`config.mk`:
```
export PLATFORM = sky130hd
export DESIGN_NAME = at_modem_sms_sequencer_flat
export DESIGN_NICKNAME = d
export VERILOG_FILES = /design/src/rtl/amsms_pkg.sv /design/src/rtl/amsms_chan_if.sv /design/src/rtl/amsms_line.sv /design/src/rtl/amsms_ctrl.sv /design/src/rtl/at_modem_sms_sequencer.sv /design/src/flat_wrapper.sv
export SDC_FILE = /design/constraint.sdc
export NUM_CORES = 1
export LEC_CHECK = 0
export BUFFER_PORTS_ARGS = -buffer_cell sky130_fd_sc_hd__buf_2
export CORE_AREA = 5 5 214 216
export CTS_BUF_LIST = sky130_fd_sc_hd__clkbuf_8 sky130_fd_sc_hd__clkbuf_16
export DETAILED_ROUTE_END_ITERATION = 7
export DIE_AREA = 0 0 219 221
export HOLD_SLACK_MARGIN = 0.06
export MAX_ROUTING_LAYER = met4
export PLACE_DENSITY_LB_ADDON = 0.3
export SLEW_MARGIN = 20
export SYNTH_ARGS = -nofsm -noshare
export SYNTH_HDL_FRONTEND = slang
export SYNTH_SLANG_ARGS = --single-unit
```
`constraint.sdc`:
```
create_clock -name clk -period 4.9 [get_ports clk]
set_clock_uncertainty 0.2 [all_clocks]
set_input_delay 0.735 -clock clk [delete_from_list [all_inputs] [get_ports clk]]
set_output_delay 0.735 -clock clk [all_outputs]
set_load 0.005 [all_outputs]
```
`src/rtl/amsms_pkg.sv`:
```
// ----------------------------------------------------------------------------
// AT modem SMS sequencer package
// Shared types, codes and constants for the sequencer datapath and control.
// ----------------------------------------------------------------------------
package amsms_pkg;

  // Line buffer sizing.
  localparam int unsigned LINE_CAPACITY = 64;
  localparam int unsigned LINE_LEN_W    = $clog2(LINE_CAPACITY + 1);
  localparam int unsigned HEAD_DEPTH    = 5;

  // Operation codes of an input item.
  localparam logic [1:0] OP_BYTE = 2'd0;
  localparam logic [1:0] OP_TICK = 2'd1;
  localparam logic [1:0] OP_SEND = 2'd2;
  localparam logic [1:0] OP_TAKE = 2'd3;

  // Command codes to transmit.
  localparam logic [2:0] CMD_NONE = 3'd0;
  localparam logic [2:0] CMD_AT   = 3'd1;
  localparam logic [2:0] CMD_CMGF = 3'd2;
  localparam logic [2:0] CMD_CSMP = 3'd3;
  localparam logic [2:0] CMD_CMGS = 3'd4;
  localparam logic [2:0] CMD_TEXT = 3'd5;

  // Message outcome codes.
  localparam logic [1:0] OUTC_NONE = 2'd0;
  localparam logic [1:0] OUTC_OK   = 2'd1;
  localparam logic [1:0] OUTC_FAIL = 2'd2;

  // Special characters.
  localparam logic [7:0] CH_CR     = 8'h0D;
  localparam logic [7:0] CH_LF     = 8'h0A;
  localparam logic [7:0] CH_PROMPT = 8'h3E;
  localparam logic [7:0] CH_O      = 8'h4F;
  localparam logic [7:0] CH_K      = 8'h4B;
  localparam logic [7:0] CH_E      = 8'h45;
  localparam logic [7:0] CH_R      = 8'h52;

  // Configuration register indexes.
  localparam logic [1:0] REG_BOOT_WAIT  = 2'd0;
  localparam logic [1:0] REG_CMD_TMO    = 2'd1;
  localparam logic [1:0] REG_SMS_EN     = 2'd2;
  localparam logic [1:0] REG_TEXT_MAX   = 2'd3;

  typedef logic [1:0] op_t;
  typedef logic [LINE_LEN_W-1:0] line_len_t;

  typedef struct packed {
    logic [31:0] boot_wait_ms;
    logic [31:0] command_timeout_ms;
    logic        sms_enabled;
    logic [7:0]  text_max_length;
  } cfg_t;

  typedef struct packed {
    op_t         operation;
    logic [7:0]  rx_byte;
    logic [31:0] now_ms;
    logic [7:0]  text_length;
  } item_t;

  typedef struct packed {
    logic [2:0] command_code;
    logic       request_accepted;
    logic [1:0] sms_outcome;
    logic       busy_res;
  } result_t;

  // Control from the sequencer to the line buffer.
  typedef struct packed {
    logic clr;
    logic push;
  } line_ctl_t;

  // Match status of the line held in the buffer.
  typedef struct packed {
    logic ok;
    logic err;
  } line_stat_t;

endpackage

```
`src/rtl/amsms_chan_if.sv`:
```
// ----------------------------------------------------------------------------
// AT modem SMS sequencer channels
// Valid/ready channel interfaces for input items and result items.
// ----------------------------------------------------------------------------
interface amsms_in_if;
  logic             valid;
  logic             ready;
  amsms_pkg::op_t   operation;
  logic [7:0]       rx_byte;
  logic [31:0]      now_ms;
  logic [7:0]       text_length;

  modport source (output valid, operation, rx_byte, now_ms, text_length, input ready);
  modport sink   (input valid, operation, rx_byte, now_ms, text_length, output ready);
endinterface

interface amsms_out_if;
  logic       valid;
  logic       ready;
  logic [2:0] command_code;
  logic       request_accepted;
  logic [1:0] sms_outcome;
  logic       busy_res;

  modport source (output valid, command_code, request_accepted, sms_outcome, busy_res,
                  input ready);
  modport sink   (input valid, command_code, request_accepted, sms_outcome, busy_res,
                  output ready);
endinterface

```
`src/rtl/amsms_line.sv`:
```
// ----------------------------------------------------------------------------
// AT modem SMS line buffer
// Counts the bytes of the current line, keeps its first five bytes and
// reports whether the line reads OK or ERROR.
// ----------------------------------------------------------------------------
module amsms_line (
  input  logic                 clk,
  input  logic                 rst_n,
  input  amsms_pkg::line_ctl_t ctl,
  input  logic [7:0]           rx_byte,
  output amsms_pkg::line_stat_t stat
);

  amsms_pkg::line_len_t len_r, len_nxt;
  logic [7:0]           head_r [amsms_pkg::HEAD_DEPTH];

  // Length update: clear, append, or clear on overflow.
  always_comb begin
    len_nxt = len_r;
    if (ctl.clr) begin
      len_nxt = '0;
    end else if (ctl.push) begin
      if (len_r < amsms_pkg::line_len_t'(amsms_pkg::LINE_CAPACITY)) begin
        len_nxt = len_r + 1'b1;
      end else begin
        len_nxt = '0;
      end
    end
  end

  always_ff @(posedge clk) begin
    if (!rst_n) begin
      len_r <= '0;
    end else begin
      len_r <= len_nxt;
    end
  end

  // Head bytes are written in place; only the first five bytes are kept.
  always_ff @(posedge clk) begin
    for (int i = 0; i < amsms_pkg::HEAD_DEPTH; i++) begin
      if (!ctl.clr && ctl.push && len_r == amsms_pkg::line_len_t'(i)) begin
        head_r[i] <= rx_byte;
      end
    end
  end

  // Line matching.
  always_comb begin
    stat.ok  = (len_r == amsms_pkg::line_len_t'(2)) &&
               head_r[0] == amsms_pkg::CH_O && head_r[1] == amsms_pkg::CH_K;
    stat.err = (len_r == amsms_pkg::line_len_t'(5)) &&
               head_r[0] == amsms_pkg::CH_E && head_r[1] == amsms_pkg::CH_R &&
               head_r[2] == amsms_pkg::CH_R && head_r[3] == amsms_pkg::CH_O &&
               head_r[4] == amsms_pkg::CH_R;
  end

endmodule

```
`src/rtl/amsms_ctrl.sv`:
```
// ----------------------------------------------------------------------------
// AT modem SMS sequence control
// State machine for boot wait, AT probe and the CMGF/CSMP/CMGS/result
// sequence, with phase timer, timeouts and the stored outcome.
// ----------------------------------------------------------------------------
module amsms_ctrl (
  input  logic                  clk,
  input  logic                  rst_n,
  input  logic                  fire,
  input  amsms_pkg::item_t      item,
  input  amsms_pkg::cfg_t       cfg,
  input  amsms_pkg::line_stat_t stat,
  output amsms_pkg::line_ctl_t  line_ctl,
  output amsms_pkg::result_t    res
);

  localparam logic [2:0] ST_BOOT   = 3'd0;
  localparam logic [2:0] ST_AT     = 3'd1;
  localparam logic [2:0] ST_READY  = 3'd2;
  localparam logic [2:0] ST_CMGF   = 3'd3;
  localparam logic [2:0] ST_CSMP   = 3'd4;
  localparam logic [2:0] ST_PROMPT = 3'd5;
  localparam logic [2:0] ST_RESULT = 3'd6;

  logic [2:0]  state_r, state_nxt;
  logic [31:0] phase_r, phase_nxt;
  logic [1:0]  outc_r, outc_nxt;
  logic [31:0] elapsed;
  logic        busy_cur;
  logic        clr, push;
  logic        send_ok;

  assign elapsed  = item.now_ms - phase_r;
  assign busy_cur = (state_r >= ST_CMGF) && (state_r <= ST_RESULT);
  assign send_ok  = cfg.sms_enabled && (state_r == ST_READY) &&
                    (item.text_length != 8'd0) &&
                    (item.text_length <= cfg.text_max_length);

  // Next state for the item in the input register.
  always_comb begin
    state_nxt            = state_r;
    phase_nxt            = phase_r;
    outc_nxt             = outc_r;
    clr                  = 1'b0;
    push                 = 1'b0;
    res.command_code     = amsms_pkg::CMD_NONE;
    res.request_accepted = 1'b0;
    unique case (item.operation)
      amsms_pkg::OP_BYTE: begin
        if (item.rx_byte == amsms_pkg::CH_PROMPT && state_r == ST_PROMPT) begin
          state_nxt        = ST_RESULT;
          phase_nxt        = item.now_ms;
          clr              = 1'b1;
          res.command_code = amsms_pkg::CMD_TEXT;
        end else if (item.rx_byte == amsms_pkg::CH_LF) begin
          clr = 1'b1;
          if (stat.err) begin
            if (busy_cur) begin
              state_nxt = ST_READY;
              outc_nxt  = amsms_pkg::OUTC_FAIL;
            end
          end else if (stat.ok) begin
            priority case (state_r)
              ST_AT: begin
                state_nxt = ST_READY;
              end
              ST_CMGF: begin
                state_nxt        = ST_CSMP;
                phase_nxt        = item.now_ms;
                res.command_code = amsms_pkg::CMD_CSMP;
              end
              ST_CSMP: begin
                state_nxt        = ST_PROMPT;
                phase_nxt        = item.now_ms;
                res.command_code = amsms_pkg::CMD_CMGS;
              end
              ST_RESULT: begin
                state_nxt = ST_READY;
                outc_nxt  = amsms_pkg::OUTC_OK;
              end
              default: begin
                state_nxt = state_r;
              end
            endcase
          end
        end else if (item.rx_byte != amsms_pkg::CH_CR) begin
          push = 1'b1;
        end
      end
      amsms_pkg::OP_TICK: begin
        if (state_r == ST_BOOT && elapsed >= cfg.boot_wait_ms) begin
          state_nxt        = ST_AT;
          phase_nxt        = item.now_ms;
          clr              = 1'b1;
          res.command_code = amsms_pkg::CMD_AT;
        end else if ((state_r == ST_AT || busy_cur) &&
                     elapsed >= cfg.command_timeout_ms) begin
          if (state_r == ST_AT) begin
            state_nxt = ST_BOOT;
            phase_nxt = item.now_ms;
          end else begin
            state_nxt = ST_READY;
            outc_nxt  = amsms_pkg::OUTC_FAIL;
            clr       = 1'b1;
          end
        end
      end
      amsms_pkg::OP_SEND: begin
        if (send_ok) begin
          outc_nxt             = amsms_pkg::OUTC_NONE;
          state_nxt            = ST_CMGF;
          phase_nxt            = item.now_ms;
          clr                  = 1'b1;
          res.command_code     = amsms_pkg::CMD_CMGF;
          res.request_accepted = 1'b1;
        end
      end
      amsms_pkg::OP_TAKE: begin
        outc_nxt = amsms_pkg::OUTC_NONE;
      end
      default: begin
        state_nxt = state_r;
      end
    endcase
    // A consume reports the outcome held before it clears it.
    res.sms_outcome = (item.operation == amsms_pkg::OP_TAKE) ? outc_r : outc_nxt;
    res.busy_res    = (state_nxt >= ST_CMGF) && (state_nxt <= ST_RESULT);
  end

  assign line_ctl.clr  = fire && clr;
  assign line_ctl.push = fire && push;

  always_ff @(posedge clk) begin
    if (!rst_n) begin
      state_r <= ST_BOOT;
      phase_r <= '0;
      outc_r  <= amsms_pkg::OUTC_NONE;
    end else if (fire) begin
      state_r <= state_nxt;
      phase_r <= phase_nxt;
      outc_r  <= outc_nxt;
    end
  end

endmodule

```
`src/rtl/at_modem_sms_sequencer.sv`:
```
// ----------------------------------------------------------------------------
// AT modem SMS sequencer
// Drives an AT-command modem through boot wait, probe, CMGF, CSMP, CMGS
// prompt and result, one input item per cycle unless the result side stalls.
// ----------------------------------------------------------------------------
// Path: an accepted item is held in the input register, and its result is
// registered in the result register; a stall holds the item in the input stage.
// Throughput: one item per cycle while the result is taken; the sequence state
// updates in one pass between the input register and the result register.
// Reset: synchronous active-low; the machine enters boot wait with the phase
// timer at zero, an empty line, no stored outcome and registers at defaults.
module at_modem_sms_sequencer (
  input  logic              clk,
  input  logic              rst_n,
  amsms_in_if.sink          in_ch,
  amsms_out_if.source       out_ch,
  input  logic              cfg_we,
  input  logic [1:0]        cfg_addr,
  input  logic [31:0]       cfg_wdata
);

  amsms_pkg::cfg_t       cfg_r;
  amsms_pkg::item_t      s1_r;
  logic                  s1_v_r, s1_v_nxt;
  amsms_pkg::result_t    out_r, res;
  logic                  out_v_r, out_v_nxt;
  logic                  adv, fire, in_acc;
  amsms_pkg::line_ctl_t  line_ctl;
  amsms_pkg::line_stat_t line_stat;

  // Configuration registers.
  always_ff @(posedge clk) begin
    if (!rst_n) begin
      cfg_r.boot_wait_ms       <= 32'd3000;
      cfg_r.command_timeout_ms <= 32'd5000;
      cfg_r.sms_enabled        <= 1'b1;
      cfg_r.text_max_length    <= 8'd160;
    end else if (cfg_we) begin
      unique case (cfg_addr)
        amsms_pkg::REG_BOOT_WAIT: cfg_r.boot_wait_ms       <= cfg_wdata;
        amsms_pkg::REG_CMD_TMO:   cfg_r.command_timeout_ms <= cfg_wdata;
        amsms_pkg::REG_SMS_EN:    cfg_r.sms_enabled        <= cfg_wdata[0];
        amsms_pkg::REG_TEXT_MAX:  cfg_r.text_max_length    <= cfg_wdata[7:0];
        default:                  cfg_r                    <= cfg_r;
      endcase
    end
  end

  // Handshake: the result register frees the input stage when taken.
  assign adv         = !out_v_r || out_ch.ready;
  assign fire        = s1_v_r && adv;
  assign in_ch.ready = !s1_v_r || adv;
  assign in_acc      = in_ch.valid && in_ch.ready;
  assign s1_v_nxt    = in_acc ? 1'b1 : (fire ? 1'b0 : s1_v_r);
  assign out_v_nxt   = fire ? 1'b1 : (out_ch.ready ? 1'b0 : out_v_r);

  always_ff @(posedge clk) begin
    if (!rst_n) begin
      s1_v_r  <= 1'b0;
      out_v_r <= 1'b0;
    end else begin
      s1_v_r  <= s1_v_nxt;
      out_v_r <= out_v_nxt;
    end
  end

  // Input item register.
  always_ff @(posedge clk) begin
    if (in_acc) begin
      s1_r.operation   <= in_ch.operation;
      s1_r.rx_byte     <= in_ch.rx_byte;
      s1_r.now_ms      <= in_ch.now_ms;
      s1_r.text_length <= in_ch.text_length;
    end
  end

  // Result register.
  always_ff @(posedge clk) begin
    if (fire) begin
      out_r <= res;
    end
  end

  amsms_line u_line (
    .clk     (clk),
    .rst_n   (rst_n),
    .ctl     (line_ctl),
    .rx_byte (s1_r.rx_byte),
    .stat    (line_stat)
  );

  amsms_ctrl u_ctrl (
    .clk      (clk),
    .rst_n    (rst_n),
    .fire     (fire),
    .item     (s1_r),
    .cfg      (cfg_r),
    .stat     (line_stat),
    .line_ctl (line_ctl),
    .res      (res)
  );

  assign out_ch.valid            = out_v_r;
  assign out_ch.command_code     = out_r.command_code;
  assign out_ch.request_accepted = out_r.request_accepted;
  assign out_ch.sms_outcome      = out_r.sms_outcome;
  assign out_ch.busy_res         = out_r.busy_res;

  // An accepted request always issues CMGF and leaves the machine busy.
  a_accept_cmgf: assert property (@(posedge clk) disable iff (!rst_n)
    out_ch.valid && out_ch.request_accepted |->
      out_ch.command_code == amsms_pkg::CMD_CMGF && out_ch.busy_res)
    else $error("accepted request without CMGF or busy");

  // A held input item is not lost while the result side stalls.
  a_stage_hold: assert property (@(posedge clk) disable iff (!rst_n)
    s1_v_r && !adv |=> s1_v_r)
    else $error("input stage dropped an item during a stall");

  // The stored outcome never takes an undefined code.
  a_outcome_code: assert property (@(posedge clk) disable iff (!rst_n)
    out_ch.valid |-> out_ch.sms_outcome != 2'd3)
    else $error("undefined outcome code");

  // The line buffer is only told to clear or append when an item fires.
  a_line_ctl: assert property (@(posedge clk) disable iff (!rst_n)
    (line_ctl.clr || line_ctl.push) |-> fire)
    else $error("line buffer updated without an item");

endmodule
```
`src/flat_wrapper.sv`:
```
// flat-port wrapper written by rule: the top's interface ports become plain ports
module at_modem_sms_sequencer_flat 
  (clk, rst_n, cfg_we, cfg_addr, cfg_wdata, in_ch_valid, in_ch_operation, in_ch_rx_byte, in_ch_now_ms, in_ch_text_length, in_ch_ready, out_ch_valid, out_ch_command_code, out_ch_request_accepted, out_ch_sms_outcome, out_ch_busy_res, out_ch_ready);
  amsms_in_if in_ch_i ();
  amsms_out_if out_ch_i ();
  input  logic clk;
  input  logic rst_n;
  input  logic cfg_we;
  input  logic [1:0] cfg_addr;
  input  logic [31:0] cfg_wdata;
  input wire logic [$bits(in_ch_i.valid)-1:0] in_ch_valid;
  input wire logic [$bits(in_ch_i.operation)-1:0] in_ch_operation;
  input wire logic [$bits(in_ch_i.rx_byte)-1:0] in_ch_rx_byte;
  input wire logic [$bits(in_ch_i.now_ms)-1:0] in_ch_now_ms;
  input wire logic [$bits(in_ch_i.text_length)-1:0] in_ch_text_length;
  output wire logic [$bits(in_ch_i.ready)-1:0] in_ch_ready;
  output wire logic [$bits(out_ch_i.valid)-1:0] out_ch_valid;
  output wire logic [$bits(out_ch_i.command_code)-1:0] out_ch_command_code;
  output wire logic [$bits(out_ch_i.request_accepted)-1:0] out_ch_request_accepted;
  output wire logic [$bits(out_ch_i.sms_outcome)-1:0] out_ch_sms_outcome;
  output wire logic [$bits(out_ch_i.busy_res)-1:0] out_ch_busy_res;
  input wire logic [$bits(out_ch_i.ready)-1:0] out_ch_ready;
  assign in_ch_i.valid = in_ch_valid;
  assign in_ch_i.operation = in_ch_operation;
  assign in_ch_i.rx_byte = in_ch_rx_byte;
  assign in_ch_i.now_ms = in_ch_now_ms;
  assign in_ch_i.text_length = in_ch_text_length;
  assign in_ch_ready = in_ch_i.ready;
  assign out_ch_valid = out_ch_i.valid;
  assign out_ch_command_code = out_ch_i.command_code;
  assign out_ch_request_accepted = out_ch_i.request_accepted;
  assign out_ch_sms_outcome = out_ch_i.sms_outcome;
  assign out_ch_busy_res = out_ch_i.busy_res;
  assign out_ch_i.ready = out_ch_ready;
  at_modem_sms_sequencer u_core (.clk(clk), .rst_n(rst_n), .in_ch(in_ch_i), .out_ch(out_ch_i), .cfg_we(cfg_we), .cfg_addr(cfg_addr), .cfg_wdata(cfg_wdata));
endmodule
```
==> Implementation_results.wiki <==
{| class="wikitable"
! Metric !! Value
|-
| Status || complete, but fails checks
|-
| Violations in the final reports || negative setup slack
|-
| Mapped Avg Cell Area || 9.36 um2
|-
| Flip-flop and latch count after synthesis || 216
|-
| Most area-consuming cells after synthesis || sky130_fd_sc_hd__edfxtp_1 (25%), sky130_fd_sc_hd__dfxtp_1 (21%), sky130_fd_sc_hd__ha_1 (12%), sky130_fd_sc_hd__nand2_1 (6.0%), sky130_fd_sc_hd__a21oi_1 (5.1%)
|-
| Clock sink count || 216
|-
| Synth Net Count || 1435
|-
| Largest stage delay on the critical path || 0.39 ns
|-
| Commonest cells in the netlist || sky130_fd_sc_hd__nand2_1 (185), sky130_fd_sc_hd__inv_1 (122), sky130_fd_sc_hd__dfxtp_1 (119), sky130_fd_sc_hd__a21oi_1 (117), sky130_fd_sc_hd__ha_1 (107)
|-
| CTS H-Tree Depth || 1
|-
| Max Clock Freq || 0.200 GHz
|-
| Cell Area, Synth || 0.0116 mm2
|-
| Clock tree from TritonCTS || yes
|-
| WP buf/inv || 8
|-
| Cell with the most instances after synthesis || sky130_fd_sc_hd__nand2_1
|-
| Number of rows in the core area || 77
|-
| Skew-Pair Late Insertion Delay || 0.55 ns
|-
| Vias in the first global route || 9343
|-
| Vertical die dimension || 221 um
|-
| Share of Yosys cell area claimed by the top area cell type || 25.1%
|-
| Non-filler cells in the finished layout || 2023
|-
| Number of antenna diodes || 0
|-
| Total setup violations reported at the end of the flow || 32
|-
| CP delay by family, top || compound AO/OA/AOI/OAI gates
|-
| Ys Warns || 0
|-
| Primary flip-flop cell chosen by synthesis mapping || sky130_fd_sc_hd__dfxtp_1
|-
| Min-delay worst type || input port to register
|-
| WL final || 33400 um
|-
| Sequential area share after synthesis || 45.7%
|-
| Post-DP HPWL || 23800 um
|-
| Crit path setup slack, layout || -0.108 ns
|-
| EDFF count, synth || 97
|-
| # port buffers || 97
|-
| Count of vias placed by the detailed router || 9515
|-
| Data arrival time of the worst path || 5.25 ns
|-
| Count of maximum capacitance violations || 0
|-
| First-pass GRT wire length || 52300 um
|-
| Register clock-pin slew on the reported worst setup and hold paths || 0.06 ns
|-
| Overall routing resource usage || 13.8%
|-
| Synthesized instance count || 1238
|-
| Floorplan core area || 0.0437 mm2
|-
| Top-level port count || 98
|-
| Crit share post-route || 102%
|-
| Horizontal extent of the die || 219 um
|-
| Hold violation count in the final report || 0
|-
| Finished layout cell area || 0.0150 mm2
|-
| Highest ir drop seen on vdd || 0.000214 V
|-
| Buffer levels on the longest clock path || 3
|-
| Largest net degree at the start of global routing || 75
|-
| Routed Antenna Nets || 0
|-
| Detailed-route wire length per cell || 16.5 um
|-
| Detailed-route vias per instance || 4.70
|-
| Tightest Pin Transition || 0.922 ns
|-
| Leakage power || 5.60 nW
|-
| Number of nets in the finished design || 1608
|-
| Power density normalized to cell area || 343 mW/mm2
|-
| Required arrival time at the worst endpoint || 5.15 ns
|-
| Biggest area consumer among synthesized cells || sky130_fd_sc_hd__edfxtp_1
|-
| Residual DRC count || 0
|-
| Time the worst path needs with I/O delays and setup || 5.01 ns
|-
| Share of async-settable or async-resettable flops after synthesis || 0%
|-
| Critical-path cell with the highest stage delay || sky130_fd_sc_hd__edfxtp_1
|-
| Number of instances in the placed design || 1957
|-
| Unrepaired setup endpoints after global routing || yes
|-
| Post-Place Cell Area || 0.0132 mm2
|-
| Critical Path End Type || register
|-
| Hold-fix buffers, CTS || 0
|-
| Setup CP Type || register to register
|-
| Number of antenna violations at the first check in global routing || 0
|-
| Residual overflow from global routing || 0
|-
| Final Total Pwr || 0.00514 W
|-
| TritonCTS buffer count || 27
|-
| Fraction of layout instances using a drive strength above 1 || 23.6%
|-
| Iteration-0 DRC count of the detailed router || 497
|-
| Floorplan die area || 0.0484 mm2
|-
| Type of origin of the critical path || register
|-
| Gpl congestion || 0.868
|-
| DP Worst Slack || -0.393 ns
|-
| Number of optimization iterations in the first detailed-route pass || 5
|-
| Worst slew slack as a fraction of its limit || 38.5%
|-
| Initial Utilization || 26.5%
|-
| Layout overhead on the synthesized area || 29.1%
|-
| Buffer type at the clock tree root || sky130_fd_sc_hd__clkbuf_16
|-
| Worst Path Max Fanout || 8
|-
| Summed negative setup slack over all endpoints || -2.77 ns
|-
| Post-synthesis cell type count || 77
|-
| Number of pins with negative max-slew slack in the final report || 0
|}
==> registers in the layout, summed over array words and instances (netlist names), 2 cells and up <==
signal / flops
u_core.out_ch.sms_outcome: 2
u_core.u_ctrl.state_r: 3
u_core.s1_r: 50
u_core.u_ctrl.outc_r: 2
u_core.cfg_r: 73
u_core.u_line.head_r: 40
u_core.u_line.len_r: 7
u_core.out_ch.command_code: 3
u_core.u_ctrl.phase_r: 32
==> repair_timing <==
| item | CTS | global route |
|---|---|---|
| gates cloned | 5 | 0 |
| buffers inserted | 9 | 4 |
| resized for setup | 52 | 69 |
| pin swaps | 24 | 47 |
| setup endpoints to repair | 48 | 48 |
==> worst reg2reg max path, cell delays in order (launching register included) <==
cell and delay (ns):
sky130_fd_sc_hd__edfxtp_1 0.39, sky130_fd_sc_hd__inv_1 0.07, sky130_fd_sc_hd__ha_2 0.18, sky130_fd_sc_hd__inv_2 0.04
sky130_fd_sc_hd__fa_2 0.35, sky130_fd_sc_hd__a211o_1 0.31, sky130_fd_sc_hd__a21oi_4 0.20, sky130_fd_sc_hd__buf_6 0.13
sky130_fd_sc_hd__a211oi_4 0.06, sky130_fd_sc_hd__o21ai_2 0.15, sky130_fd_sc_hd__a21oi_2 0.09, sky130_fd_sc_hd__buf_4 0.15
sky130_fd_sc_hd__a21o_1 0.18, sky130_fd_sc_hd__a21oi_2 0.17, sky130_fd_sc_hd__xnor2_2 0.09, sky130_fd_sc_hd__buf_4 0.15
sky130_fd_sc_hd__ha_1 0.27, sky130_fd_sc_hd__nand4_1 0.16, sky130_fd_sc_hd__nor4_2 0.31, sky130_fd_sc_hd__o2111a_1 0.27
sky130_fd_sc_hd__a21oi_4 0.08, sky130_fd_sc_hd__a311oi_4 0.31, sky130_fd_sc_hd__buf_12 0.16, sky130_fd_sc_hd__buf_8 0.12
sky130_fd_sc_hd__buf_12 0.14, sky130_fd_sc_hd__nand3_1 0.09, sky130_fd_sc_hd__o31ai_1 0.10
==> stage by stage <==
| stage | utilization (%) | hold WS (ns) |
|---|---|---|
| 6_report | 34.2 | 0.163 |
| 5_1_grt | 34.2 | 0.133 |
| 4_1_cts | 33.3 | 0.128 |
| 3_5_place_dp | 30.1 | 0.248 |
| 3_3_place_gp | 30.1 | 0.243 |
| 2_1_floorplan | - | 0.233 |
==> path summary, 6_finish.rpt <==
path / from / endpoint / slack, ns / depth (start not counted)
worst min register to register: u_core.cfg_r[55] / u_core.cfg_r[55] / 0.25 / 2
worst min-delay path: in_ch_text_length[1] / u_core.s1_r[1] / 0.16 / 1
worst max-delay path: u_core.s1_r[8] / u_core.u_ctrl.phase_r[17] / -0.11 / 26
worst max register to register: u_core.s1_r[8] / u_core.u_ctrl.phase_r[17] / -0.11 / 26
==> kinds of logic (layout without fill, tap and decap cells) <==
| kind of cell | Yosys count | count (layout) | synth area share (%) |
|---|---|---|---|
| compound gates | 307 | 307 | 17.1 |
| xor+xnor | 32 | 32 | 2.42 |
| fa+ha+maj | 108 | 108 | 11.7 |
| buf+inv | 171 | 364 | 6.26 |
| flops | 216 | 216 | 45.7 |
| mux | 2 | 2 | 0.173 |
| simple gates | 402 | 402 | 16.6 |
==> routing by layer <==
metal | up-vias | global-route usage [%] | routed length, um
met5 | - | - | 0
met4 | 0 | 2.47 | 650
met3 | 49 | 2.47 | 1520
met2 | 204 | 22.2 | 15700
met1 | 4471 | 18.3 | 15400
li1 | 4791 | - | -
==> cell type report <==
cell class	instances	area, um2
Tap cell	592	741
Fill cell	4522	28800
Sequential cell	216	5300
Timing Repair Buffer	192	1390
Multi-Input combinational cell	851	6130
Clock inverter	19	219
Clock buffer	30	728
Inverter	123	462
==> power by group <==
group | switching [W] | internal, W | leakage [nW]
Combinational | 0.000562 | 0.000462 | 3.24
Sequential | 0.0000510 | 0.00195 | 1.88
Clock | 0.000784 | 0.00132 | 0.484
==> placed cells by master (no fill, tap or decap), drive strengths merged, types with 6 or more instances in the layout <==
cell type,n
o31ai,35
a211oi,15
buf,192
nor3,28
a31oi,6
dfxtp,119
xor2,14
o211ai,20
a21o,21
nand4,17
nand3,55
edfxtp,97
nand2,186
and2,8
clkbuf,30
xnor2,18
and3,7
clkinv,9
nor4,8
ha,107
nor2,46
o21a,7
inv,128
a21oi,118
o21ai,38
nand2b,8
No activity file was read; power rests on OpenSTA's default activity.
